### config.mk
export PLATFORM = sky130hd
export DESIGN_NAME = encoder_angle_speed_estimator_flat
export DESIGN_NICKNAME = d
export VERILOG_FILES = /design/src/enc_ase_pkg.sv /design/src/enc_ase_if.sv /design/src/enc_ase_ctrl.sv /design/src/enc_ase_dp.sv /design/src/encoder_angle_speed_estimator.sv /design/src/flat_wrapper.sv
export SDC_FILE = /design/constraint.sdc
export NUM_CORES = 1
export LEC_CHECK = 0
export ABC_AREA = 1
export BUFFER_PORTS_ARGS = -buffer_cell sky130_fd_sc_hd__buf_2
export CAP_MARGIN = 5
export CORE_UTILIZATION = 30
export CTS_BUF_LIST = sky130_fd_sc_hd__clkbuf_16
export CTS_CLUSTER_SIZE = 25
export DETAILED_ROUTE_END_ITERATION = 10
export PLACE_DENSITY = 0.44
export REMOVE_ABC_BUFFERS = 1
export SLEW_MARGIN = 20
export SYNTH_ARGS = -nofsm -noshare
export SYNTH_HDL_FRONTEND = slang
export SYNTH_HIERARCHICAL = 1
export SYNTH_SLANG_ARGS = --single-unit
### constraint.sdc
create_clock -name clk -period 17.2 [get_ports clk]
set_input_delay 1.72 -clock clk [delete_from_list [all_inputs] [get_ports clk]]
set_output_delay 1.72 -clock clk [all_outputs]
set_load 0.005 [all_outputs]
### src/enc_ase_pkg.sv
package enc_ase_pkg;

  // Fixed-point format of angles and speed
  localparam int FRAC_BITS = 24;

  // Field and register widths
  localparam int POS_W     = 16;
  localparam int ANGLE_W   = 24;
  localparam int SPEED_W   = 32;
  localparam int MOD_W     = 17;
  localparam int OFF_W     = 16;
  localparam int PP_W      = 31;
  localparam int PRESC_W   = 16;
  localparam int ALPHA_W   = 25;
  localparam int GAIN_W    = 31;
  localparam int CFG_W     = 31;
  localparam int CFG_IDX_W = 3;

  // Shared multiplier operand widths
  localparam int MUL_A_W = FRAC_BITS + 2;
  localparam int MUL_B_W = SPEED_W;
  localparam int PROD_W  = MUL_A_W + MUL_B_W;

  // Register indexes
  localparam logic [CFG_IDX_W-1:0] REG_MODULUS   = 3'd0;
  localparam logic [CFG_IDX_W-1:0] REG_OFFSET    = 3'd1;
  localparam logic [CFG_IDX_W-1:0] REG_POLE_MULT = 3'd2;
  localparam logic [CFG_IDX_W-1:0] REG_PRESCALER = 3'd3;
  localparam logic [CFG_IDX_W-1:0] REG_ALPHA     = 3'd4;
  localparam logic [CFG_IDX_W-1:0] REG_GAIN      = 3'd5;

  // Register reset values
  localparam logic [MOD_W-1:0]   MODULUS_RST       = 17'd65536;
  localparam logic [PRESC_W-1:0] PRESCALER_RST     = 16'd10;
  localparam logic [PRESC_W-1:0] DEFAULT_PRESCALER = 16'd10;
  localparam logic [ALPHA_W-1:0] ALPHA_RST         = 25'd14796018;

  // Multiplier operation select
  typedef logic [1:0] mul_op_t;
  localparam mul_op_t MUL_ELEC = 2'd0;
  localparam mul_op_t MUL_RAW  = 2'd1;
  localparam mul_op_t MUL_OLD  = 2'd2;
  localparam mul_op_t MUL_NEW  = 2'd3;

  typedef struct packed {
    logic [POS_W-1:0] raw_position;
  } pos_word_t;

  typedef struct packed {
    logic [ANGLE_W-1:0]        mech_angle;
    logic [ANGLE_W-1:0]        elec_angle;
    logic signed [SPEED_W-1:0] filtered_speed;
    logic                      speed_updated;
  } angle_word_t;

  // Controller to datapath commands
  typedef struct packed {
    logic    accept;
    logic    mod_step;
    logic    norm_load;
    logic    div_step;
    mul_op_t mul_op;
    logic    elec_cap;
    logic    delta_load;
    logic    raw_cap;
    logic    old_cap;
    logic    new_cap;
    logic    speed_upd;
    logic    out_load;
  } cmd_t;

  // Datapath to controller status
  typedef struct packed {
    logic due;
  } stat_t;

  // Saturate a wide signed value to the speed range
  function automatic logic signed [SPEED_W-1:0] sat_speed(input logic signed [PROD_W-1:0] v);
    logic [PROD_W-SPEED_W:0] upper;
    upper = v[PROD_W-1:SPEED_W-1];
    if ((&upper) || !(|upper)) begin
      sat_speed = v[SPEED_W-1:0];
    end else if (v[PROD_W-1]) begin
      sat_speed = {1'b1, {(SPEED_W-1){1'b0}}};
    end else begin
      sat_speed = {1'b0, {(SPEED_W-1){1'b1}}};
    end
  endfunction

  // Floor-shift a fixed-point product and saturate
  function automatic logic signed [SPEED_W-1:0] qmul_shift(input logic signed [PROD_W-1:0] p);
    logic signed [PROD_W-1:0] sh;
    sh = p >>> FRAC_BITS;
    qmul_shift = sat_speed(sh);
  endfunction

endpackage

### src/enc_ase_if.sv
interface enc_ase_if #(parameter type T = logic) ();
  logic valid;
  logic ready;
  T     data;

  modport source (output valid, output data, input ready);
  modport sink (input valid, input data, output ready);
endinterface

### src/enc_ase_ctrl.sv
module enc_ase_ctrl import enc_ase_pkg::*; (
  input  logic  clk,
  input  logic  rst,
  input  logic  in_valid,
  output logic  in_ready,
  output logic  out_valid,
  input  logic  out_ready,
  input  stat_t stat,
  output cmd_t  cmd
);

  localparam int STEP_W = $clog2(FRAC_BITS);

  localparam logic [3:0] S_IDLE = 4'd0;
  localparam logic [3:0] S_MOD  = 4'd1;
  localparam logic [3:0] S_NORM = 4'd2;
  localparam logic [3:0] S_DIV  = 4'd3;
  localparam logic [3:0] S_MULE = 4'd4;
  localparam logic [3:0] S_WRAP = 4'd5;
  localparam logic [3:0] S_MULR = 4'd6;
  localparam logic [3:0] S_CAPR = 4'd7;
  localparam logic [3:0] S_CAPO = 4'd8;
  localparam logic [3:0] S_CAPN = 4'd9;
  localparam logic [3:0] S_SUM  = 4'd10;
  localparam logic [3:0] S_OUT  = 4'd11;

  logic [3:0]        state;
  logic [3:0]        state_next;
  logic [STEP_W-1:0] step;
  logic [STEP_W-1:0] step_next;
  logic              out_valid_next;

  assign in_ready = (state == S_IDLE);

  // Sequence one word through remainder, divide and filter steps
  always_comb begin
    state_next     = state;
    step_next      = step;
    cmd            = '0;
    cmd.mul_op     = MUL_ELEC;
    unique case (state)
      S_IDLE: begin
        if (in_valid) begin
          cmd.accept = 1'b1;
          step_next  = STEP_W'(POS_W - 1);
          state_next = S_MOD;
        end
      end
      S_MOD: begin
        cmd.mod_step = 1'b1;
        step_next    = step - 1'b1;
        if (step == '0) begin
          state_next = S_NORM;
        end
      end
      S_NORM: begin
        cmd.norm_load = 1'b1;
        step_next     = STEP_W'(FRAC_BITS - 1);
        state_next    = S_DIV;
      end
      S_DIV: begin
        cmd.div_step = 1'b1;
        step_next    = step - 1'b1;
        if (step == '0) begin
          state_next = S_MULE;
        end
      end
      S_MULE: begin
        cmd.mul_op = MUL_ELEC;
        state_next = S_WRAP;
      end
      S_WRAP: begin
        cmd.elec_cap   = 1'b1;
        cmd.delta_load = 1'b1;
        state_next     = stat.due ? S_MULR : S_OUT;
      end
      S_MULR: begin
        cmd.mul_op = MUL_RAW;
        state_next = S_CAPR;
      end
      S_CAPR: begin
        cmd.raw_cap = 1'b1;
        cmd.mul_op  = MUL_OLD;
        state_next  = S_CAPO;
      end
      S_CAPO: begin
        cmd.old_cap = 1'b1;
        cmd.mul_op  = MUL_NEW;
        state_next  = S_CAPN;
      end
      S_CAPN: begin
        cmd.new_cap = 1'b1;
        state_next  = S_SUM;
      end
      S_SUM: begin
        cmd.speed_upd = 1'b1;
        state_next    = S_OUT;
      end
      S_OUT: begin
        if (!out_valid || out_ready) begin
          cmd.out_load = 1'b1;
          state_next   = S_IDLE;
        end
      end
      default: begin
        state_next = S_IDLE;
      end
    endcase
  end

  // Hold the result word until the sink takes it
  always_comb begin
    if (cmd.out_load) begin
      out_valid_next = 1'b1;
    end else if (out_ready) begin
      out_valid_next = 1'b0;
    end else begin
      out_valid_next = out_valid;
    end
  end

  always_ff @(posedge clk) begin
    if (rst) begin
      state     <= S_IDLE;
      step      <= '0;
      out_valid <= 1'b0;
    end else begin
      state     <= state_next;
      step      <= step_next;
      out_valid <= out_valid_next;
    end
  end

endmodule

### src/enc_ase_dp.sv
module enc_ase_dp import enc_ase_pkg::*; (
  input  logic                 clk,
  input  logic                 rst,
  input  logic                 cfg_we,
  input  logic [CFG_IDX_W-1:0] cfg_index,
  input  logic [CFG_W-1:0]     cfg_data,
  input  pos_word_t            in_data,
  input  cmd_t                 cmd,
  output stat_t                stat,
  output angle_word_t          out_data
);

  localparam logic signed [MUL_A_W-1:0] ONE  = MUL_A_W'(1) <<< FRAC_BITS;
  localparam logic signed [MUL_A_W-1:0] HALF = MUL_A_W'(1) <<< (FRAC_BITS - 1);

  // Configuration registers
  logic [MOD_W-1:0]   modulus;
  logic [OFF_W-1:0]   offset;
  logic [PP_W-1:0]    pole_mult;
  logic [PRESC_W-1:0] prescaler;
  logic [ALPHA_W-1:0] alpha;
  logic [GAIN_W-1:0]  gain;

  // Item state
  logic [PRESC_W-1:0]        count;
  logic                      due;
  logic [FRAC_BITS-1:0]      prev;
  logic signed [SPEED_W-1:0] speed;

  // Working registers
  logic [POS_W-1:0]          pos_sh;
  logic [OFF_W-1:0]          off_sh;
  logic [MOD_W-1:0]          pos_rem;
  logic [MOD_W-1:0]          off_rem;
  logic [MOD_W-1:0]          rem;
  logic [FRAC_BITS-1:0]      quo;
  logic signed [PROD_W-1:0]  prod;
  logic [ANGLE_W-1:0]        elec;
  logic signed [MUL_A_W-1:0] delta;
  logic signed [SPEED_W-1:0] raw;
  logic signed [SPEED_W-1:0] a_old;
  logic signed [SPEED_W-1:0] a_new;

  logic                      mod_ok;
  logic [PRESC_W-1:0]        presc_eff;
  logic [PRESC_W-1:0]        count_inc;
  logic [MOD_W:0]            pos_try;
  logic [MOD_W:0]            off_try;
  logic [MOD_W:0]            div_try;
  logic                      div_bit;
  logic [MOD_W:0]            nsum;
  logic signed [MUL_A_W-1:0] dd;
  logic signed [MUL_A_W-1:0] mul_a;
  logic signed [MUL_B_W-1:0] mul_b;
  logic signed [PROD_W-1:0]  mul_p;
  logic signed [SPEED_W:0]   ssum;

  assign mod_ok    = (modulus >= MOD_W'(2));
  assign presc_eff = (prescaler == '0) ? DEFAULT_PRESCALER : prescaler;
  assign count_inc = count + 1'b1;
  assign stat.due  = due;

  assign pos_try = {pos_rem, pos_sh[POS_W-1]};
  assign off_try = {off_rem, off_sh[OFF_W-1]};
  assign div_try = {rem, 1'b0};
  assign div_bit = mod_ok && (div_try >= {1'b0, modulus});
  assign nsum    = {1'b0, pos_rem} + {1'b0, modulus} - {1'b0, off_rem};
  assign dd      = signed'(MUL_A_W'(quo)) - signed'(MUL_A_W'(prev));
  assign ssum    = {a_old[SPEED_W-1], a_old} + {a_new[SPEED_W-1], a_new};

  // Select multiplier operands
  always_comb begin
    unique case (cmd.mul_op)
      MUL_ELEC: begin
        mul_a = signed'(MUL_A_W'(quo));
        mul_b = signed'(MUL_B_W'(pole_mult));
      end
      MUL_RAW: begin
        mul_a = delta;
        mul_b = signed'(MUL_B_W'(gain));
      end
      MUL_OLD: begin
        mul_a = signed'(MUL_A_W'(alpha));
        mul_b = speed;
      end
      MUL_NEW: begin
        mul_a = ONE - signed'(MUL_A_W'(alpha));
        mul_b = raw;
      end
      default: begin
        mul_a = '0;
        mul_b = '0;
      end
    endcase
  end

  assign mul_p = mul_a * mul_b;

  // Write configuration registers
  always_ff @(posedge clk) begin
    if (rst) begin
      modulus   <= MODULUS_RST;
      offset    <= '0;
      pole_mult <= '0;
      prescaler <= PRESCALER_RST;
      alpha     <= ALPHA_RST;
      gain      <= '0;
    end else if (cfg_we) begin
      unique case (cfg_index)
        REG_MODULUS:   modulus   <= cfg_data[MOD_W-1:0];
        REG_OFFSET:    offset    <= cfg_data[OFF_W-1:0];
        REG_POLE_MULT: pole_mult <= cfg_data[PP_W-1:0];
        REG_PRESCALER: prescaler <= cfg_data[PRESC_W-1:0];
        REG_ALPHA:     alpha     <= cfg_data[ALPHA_W-1:0];
        REG_GAIN:      gain      <= cfg_data[GAIN_W-1:0];
        default: begin
        end
      endcase
    end
  end

  // Advance the prescaler count and the filter state
  always_ff @(posedge clk) begin
    if (rst) begin
      count <= '0;
      due   <= 1'b0;
      prev  <= '0;
      speed <= '0;
    end else begin
      if (cmd.accept) begin
        due   <= (count_inc >= presc_eff);
        count <= (count_inc >= presc_eff) ? '0 : count_inc;
      end
      if (cmd.speed_upd) begin
        speed <= sat_speed(PROD_W'(ssum));
        prev  <= quo;
      end
    end
  end

  // Remainder, normalize and divide steps
  always_ff @(posedge clk) begin
    if (cmd.accept) begin
      pos_sh  <= in_data.raw_position;
      off_sh  <= offset;
      pos_rem <= '0;
      off_rem <= '0;
    end
    if (cmd.mod_step) begin
      pos_sh <= pos_sh << 1;
      off_sh <= off_sh << 1;
      if (mod_ok && (pos_try >= {1'b0, modulus})) begin
        pos_rem <= MOD_W'(pos_try - {1'b0, modulus});
      end else begin
        pos_rem <= MOD_W'(pos_try);
      end
      if (mod_ok && (off_try >= {1'b0, modulus})) begin
        off_rem <= MOD_W'(off_try - {1'b0, modulus});
      end else begin
        off_rem <= MOD_W'(off_try);
      end
    end
    if (cmd.norm_load) begin
      quo <= '0;
      if (!mod_ok) begin
        rem <= '0;
      end else if (nsum >= {1'b0, modulus}) begin
        rem <= MOD_W'(nsum - {1'b0, modulus});
      end else begin
        rem <= MOD_W'(nsum);
      end
    end
    if (cmd.div_step) begin
      rem <= div_bit ? MOD_W'(div_try - {1'b0, modulus}) : MOD_W'(div_try);
      quo <= {quo[FRAC_BITS-2:0], div_bit};
    end
  end

  // Multiply and capture products
  always_ff @(posedge clk) begin
    prod <= mul_p;
    if (cmd.elec_cap) begin
      elec <= prod[FRAC_BITS +: ANGLE_W];
    end
    if (cmd.delta_load) begin
      if (dd > HALF) begin
        delta <= dd - ONE;
      end else if (dd < -HALF) begin
        delta <= dd + ONE;
      end else begin
        delta <= dd;
      end
    end
    if (cmd.raw_cap) begin
      raw <= qmul_shift(prod);
    end
    if (cmd.old_cap) begin
      a_old <= qmul_shift(prod);
    end
    if (cmd.new_cap) begin
      a_new <= qmul_shift(prod);
    end
  end

  // Load the result word
  always_ff @(posedge clk) begin
    if (cmd.out_load) begin
      out_data.mech_angle     <= ANGLE_W'(quo);
      out_data.elec_angle     <= elec;
      out_data.filtered_speed <= speed;
      out_data.speed_updated  <= due;
    end
  end

endmodule

### src/encoder_angle_speed_estimator.sv
// Each word passes through the bit-serial remainder loop (16 steps), a normalize step,
// the restoring divide loop (24 steps) and the electrical-angle multiply; a speed update
// adds the filter products. The next word is accepted only once the result word is loaded.
// A result word may wait in the output register while the next word is accepted.
// Reset (rst, synchronous): registers return to their defaults, count, speed and
// previous angle clear, no result is pending.
module encoder_angle_speed_estimator import enc_ase_pkg::*; (
  input  logic                 clk,
  input  logic                 rst,
  input  logic                 cfg_we,
  input  logic [CFG_IDX_W-1:0] cfg_index,
  input  logic [CFG_W-1:0]     cfg_data,
  enc_ase_if.sink              position,
  enc_ase_if.source            angle
);

  cmd_t        cmd;
  stat_t       stat;
  logic        in_ready;
  logic        out_valid;
  pos_word_t   in_data;
  angle_word_t out_data;

  assign position.ready = in_ready;
  assign angle.valid    = out_valid;
  assign in_data        = position.data;
  assign angle.data     = out_data;

  enc_ase_ctrl u_ctrl (
    .clk       (clk),
    .rst       (rst),
    .in_valid  (position.valid),
    .in_ready  (in_ready),
    .out_valid (out_valid),
    .out_ready (angle.ready),
    .stat      (stat),
    .cmd       (cmd)
  );

  enc_ase_dp u_dp (
    .clk       (clk),
    .rst       (rst),
    .cfg_we    (cfg_we),
    .cfg_index (cfg_index),
    .cfg_data  (cfg_data),
    .in_data   (in_data),
    .cmd       (cmd),
    .stat      (stat),
    .out_data  (out_data)
  );

endmodule
### src/flat_wrapper.sv
// flat-port wrapper written by rule: the top's interface ports become plain ports
module encoder_angle_speed_estimator_flat import enc_ase_pkg::*;
  (clk, rst, cfg_we, cfg_index, cfg_data, position_valid, position_data, position_ready, angle_valid, angle_data, angle_ready);
  enc_ase_if position_i ();
  enc_ase_if angle_i ();
  input  logic clk;
  input  logic rst;
  input  logic cfg_we;
  input  logic [CFG_IDX_W-1:0] cfg_index;
  input  logic [CFG_W-1:0] cfg_data;
  input wire logic [$bits(position_i.valid)-1:0] position_valid;
  input wire logic [$bits(position_i.data)-1:0] position_data;
  output wire logic [$bits(position_i.ready)-1:0] position_ready;
  output wire logic [$bits(angle_i.valid)-1:0] angle_valid;
  output wire logic [$bits(angle_i.data)-1:0] angle_data;
  input wire logic [$bits(angle_i.ready)-1:0] angle_ready;
  assign position_i.valid = position_valid;
  assign position_i.data = position_data;
  assign position_ready = position_i.ready;
  assign angle_valid = angle_i.valid;
  assign angle_data = angle_i.data;
  assign angle_i.ready = angle_ready;
  encoder_angle_speed_estimator u_core (.clk(clk), .rst(rst), .cfg_we(cfg_we), .cfg_index(cfg_index), .cfg_data(cfg_data), .position(position_i), .angle(angle_i));
endmodule
### Word-level counts from Yosys, hierarchy flattened

Cells that the tools add are included.

* word-level logic and storage cells: 53
* bits in registers: 44

* reduce and logical (&&, ||, !) cells: 11
* eq/ne operators: 16
* order comparisons: 1
* mux-type cells: 16
* add/subtract/negate cells: 2

Operator list (number)
* one-hot mux 4 bit (12 select lines): 1
* two-way mux 16 bit: 2
* two-way mux 4 bit: 5
* adder 16 x 1 -> 16 bit (second input constant): 1
* == test 4 x 3 -> 1 bit (second input constant): 4
* == test 4 bit (second input constant): 4
* >= comparator 16 bit: 1
* logical NOT 16 bit: 1
* one-hot mux 5 bit (3 select lines): 1
* == test 4 x 2 -> 1 bit (second input constant): 2
* inequality test 2 bit (second input constant): 4
* two-way mux 1 bit: 6
* logical NOT 5 bit: 1
* two-way mux 5 bit: 1
* subtractor 5 x 1 -> 5 bit (second input constant): 1
* == test 4 x 1 -> 1 bit (second input constant): 1
* logical NOT 4 bit: 1
* AND reduction 2 bit: 2
* AND reduction 4 bit: 1
* == test 3 x 2 -> 1 bit (second input constant): 1
* nonzero test 3 bit: 1
* nonzero test 2 bit: 1
* OR reduction 2 bit: 1
* logical NOT 1 bit: 1
* logical OR 1 bit: 1

### Depth between registers and ports, before layout

* depth in word-level cells: 5
* mapped depth: 19
* gate-level depth less buffers: 18

### By module

Netlist, hierarchy kept.

By module, submodules not included
* enc_ase_dp: cells an instance 7293, area an instance 60699.5 sq um, instances 1
* enc_ase_ctrl: cells an instance 113, area an instance 735.7 sq um, instances 1
* encoder_angle_speed_estimator: cells an instance 1, area an instance 3.8 sq um, instances 1

### Worst setup path after synthesis

Ideal clock, no wire load.

* path kind: register -> register
* from: register u_core.u_ctrl.state[0]
* to: register u_core/u_dp/prod[55] (netlist name)
* data arrival time: 8.940 ns
* library setup time: 0.112 ns
* path slack: 8.147 ns
* data required time: 17.088 ns
* clock period less this slack: 9.053 ns
* stages on the path, launching flop included: 35
* cell sequence: dfxtp_1 -> buf_6 -> nor2_4 -> inv_1 -> nor2_1 -> inv_1 -> o21ai_0 -> buf_4 -> inv_4 -> nor2_2 -> buf_2 -> inv_1 -> o22ai_1 -> inv_1 -> clkbuf_1 -> nor2_1 -> fa_1 -> fa_1 -> fa_1 -> inv_1 -> fa_1 -> inv_1 -> fa_1 -> inv_1 -> fa_1 -> inv_1 -> fa_1 -> ha_1 -> nand2_1 -> nor3_1 -> nand2_1 -> nor3_1 -> nand2_1 -> nand3_1 -> nand2_1

RTL lines
* start, declared: RTL line enc_ase_ctrl.sv:27 `logic [3:0] state;`
* start signal, assigned: RTL line enc_ase_ctrl.sv:128 `state <= state_next;`

### Final worst setup path

* from: register u_core.u_dp.count[0]
* to: register u_core.u_dp.count[9]

* word-level cells in the longest chain between the ends: 3

RTL lines
* start, declared: RTL line enc_ase_dp.sv:25 `logic [PRESC_W-1:0] count;`
* start signal, assigned: RTL line enc_ase_dp.sv:132 `count <= (count_inc >= presc_eff) ? '0 : count_inc;`
* adder 16 x 1 -> 16 bit *: RTL line enc_ase_dp.sv:60 `assign count_inc = count + 1'b1;`
* >= comparator 16 bit: RTL line enc_ase_dp.sv:132
* two-way mux 16 bit *: RTL line enc_ase_dp.sv:132

Mark *: on every way between the ends. The rest lies on a longest branch, timed or not.
A chain may end at the register's enable or synchronous reset.

==> summary.txt <==
Clock network
  – CTS Buf Count: 5
  – Clock Path Buffers: 2
  – Clk slew on worst S/H paths: 60 ps
  – Number of setup buffers added after CTS: 0
  – Clock sinks: 44
  – Clk Latency, worst-skew pair: 280 ps
  – Post-CTS Hold Fix Bufs: 0
  – H-tree level count: 2
  – Post-CTS sizing: 0
  – CTS tree: yes
  – Clock Tree Root: clkbuf_16

Detailed routing
  – DRC Markers: 0
  – TritonRoute pass-1 iters: 4
  – DRT Wirelength: 5300 microns
  – Routed Antenna Nets: 0
  – Post-DR vias/cell: 4.571
  – 1st-iter DRT viols: 79
  – Total number of vias: 2217
  – Routed wire per std cell: 10.93 microns

Status
  – Status: finished, final reports clean

Timing
  – Slew HR: 0.5150
  – Hold Vio Cnt, Final: 0
  – Unrepaired setup endpoints after global routing: no
  – Period utilisation layout: 0.1988
  – Max Freq: 292.5 MHz
  – Minimum clock period: 3419 ps
  – Final Max Tran Viols: 0
  – Worst slew pin tran: 726.7 ps
  – Final worst slack: 13780 ps
  – Clock skew: 6.953 ps
  – Setup TNS: 0 ps
  – Final setup viols: 0
  – Fin Hold WS: 462.3 ps

Critical path
  – Worst Path Max Fanout: 15
  – Slowest CP cell: inv_1
  – Crit end category: register
  – Worst stage delay on the critical path: 430 ps
  – CP dominant cell by count: nand3_1
  – Critical Path RT: 17410 ps
  – Critical path launch point type: register
  – Crit Path Class: reg2reg
  – Cell Chain, Critical Path: ha_1, nand3_1, nor2_1, nand2_1, nor3b_1, nand3_1, nor2_1, xor2_1, ha_1, nand3_1, inv_1, a21oi_1, nand3_1, inv_1, nand3_1, a21oi_1
  – WP data arrival: 3630 ps

Floorplanning
  – Core ar.: 0.008299 sq mm
  – Top Ports: 43
  – Initial Utilization: 0.3121
  – Die width: 94.92 microns
  – Die height: 94.92 microns
  – # rows: 33
  – Die ar.: 0.009009 sq mm

Placed design
  – Port bufs: 26
  – Placed cells: 477
  – Placer Congestion: 0.7936
  – Worst slack, placed: 13740 ps
  – HPWL Detailed: 3918 microns

Synthesis
  – Yosys Warn Count: 6
  – Syn avg cell area: 7.096 sq um
  – Syn Inst Count: 365
  – Mapped Area: 0.002590 sq mm

Cells and area
  – Inserted Diodes: 0
  – Most frequent cells in the layout: nand2_1, inv_1, a21oi_1
  – Post-layout util: 0.3594
  – Nets@finish: 438
  – Non-filler cells, final: 485
  – P&R area growth vs syn: 15.17%
  – Layout cells sized above 1: 0.1500
  – Most common cell after layout, fill and taps aside: nand2_1
  – Fill cells: 885

Min path
  – Min-delay worst type: reg2reg

GRT
  – First-pass GRT wire length: 9335 microns
  – Vias in the first global route: 2034
  – Initial antenna violation count: 0
  – Global route total overflow: 0
  – Largest net degree at the start of global routing: 30
  – Gr usage total: 0.1303

Job
  – Max cap viols: 0

Pwr
  – Static Leak: 1.297 nW
  – Max VDD drop: 0.00004350 V
  – Pwr Density: 116.3 mW/mm^2
-- critical path: cells and delay by family (launching register included) --
| family | cells | cell delay [ps] |
|---|---|---|
| and+or+nand+nor | 9 | 1380 |
| AOI/OAI and AO/OA | 2 | 300 |
| DFF | 1 | 410 |
| adders and majority gates | 2 | 490 |
| xor gates and xnor gates | 1 | 270 |
| buffers and inverters | 2 | 480 |
-- per-layer routing --
metal / track usage / part of all wire
met1: 0.1708 / 0.53
met2: 0.2194 / 0.44
met3: 0.02576 / 0.024
met4: 0.02904 / 0.0049
met5: 0 / 0
-- per-stage QoR --
step | power (mW) | cell area, sq um
after CTS | 0.3517 | 2983
after global routing | 0.3719 | 2983
after global placement | 0.2173 | 2773
after floorplan | 0.1922 | 2504
after detailed placement | 0.2174 | 2773
final | 0.3469 | 2983
-- area by class of cell --
cell class	instances	area, sq um	area share
tap	105	131.4	0.04404
clock buffer	6	150.1	0.05034
inverter	54	202.7	0.06795
sequential	44	890.9	0.2987
multi-input combinational	247	1410	0.4727
timing repair buffer	27	137.6	0.04614
clock inverter	2	60.06	0.02013
-- registers in the layout, summed over array words and instances, names as in the netlist --
register	flops
u_core/u_ctrl/step	5
u_core/u_dp/out_data	1
u_core/u_dp/prescaler	16
u_core/u_dp/stat	1
u_core/u_ctrl/out_valid	1
u_core/u_dp/count	16
u_core/u_ctrl/state	4
-- report_power, final --
| part | switching (mW) | internal (mW) |
|---|---|---|
| Combinational | 0.0586 | 0.0325 |
| Clock | 0.0406 | 0.0921 |
| Sequential | 0.0106 | 0.112 |
-- worst paths after layout --
kind	startpoint	end	slack [ps]	depth (start not counted)
worst max register to register	u_core/u_dp/count[0]	u_core/u_dp/count[9]	13780	16
worst max-delay path	u_core/u_dp/count[0]	u_core/u_dp/count[9]	13780	16
worst min-delay path	u_core/u_ctrl/step[4]	u_core/u_ctrl/step[4]	460	2
worst min register to register	u_core/u_ctrl/step[4]	u_core/u_ctrl/step[4]	460	2
Power figures use the tool's default switching activity.
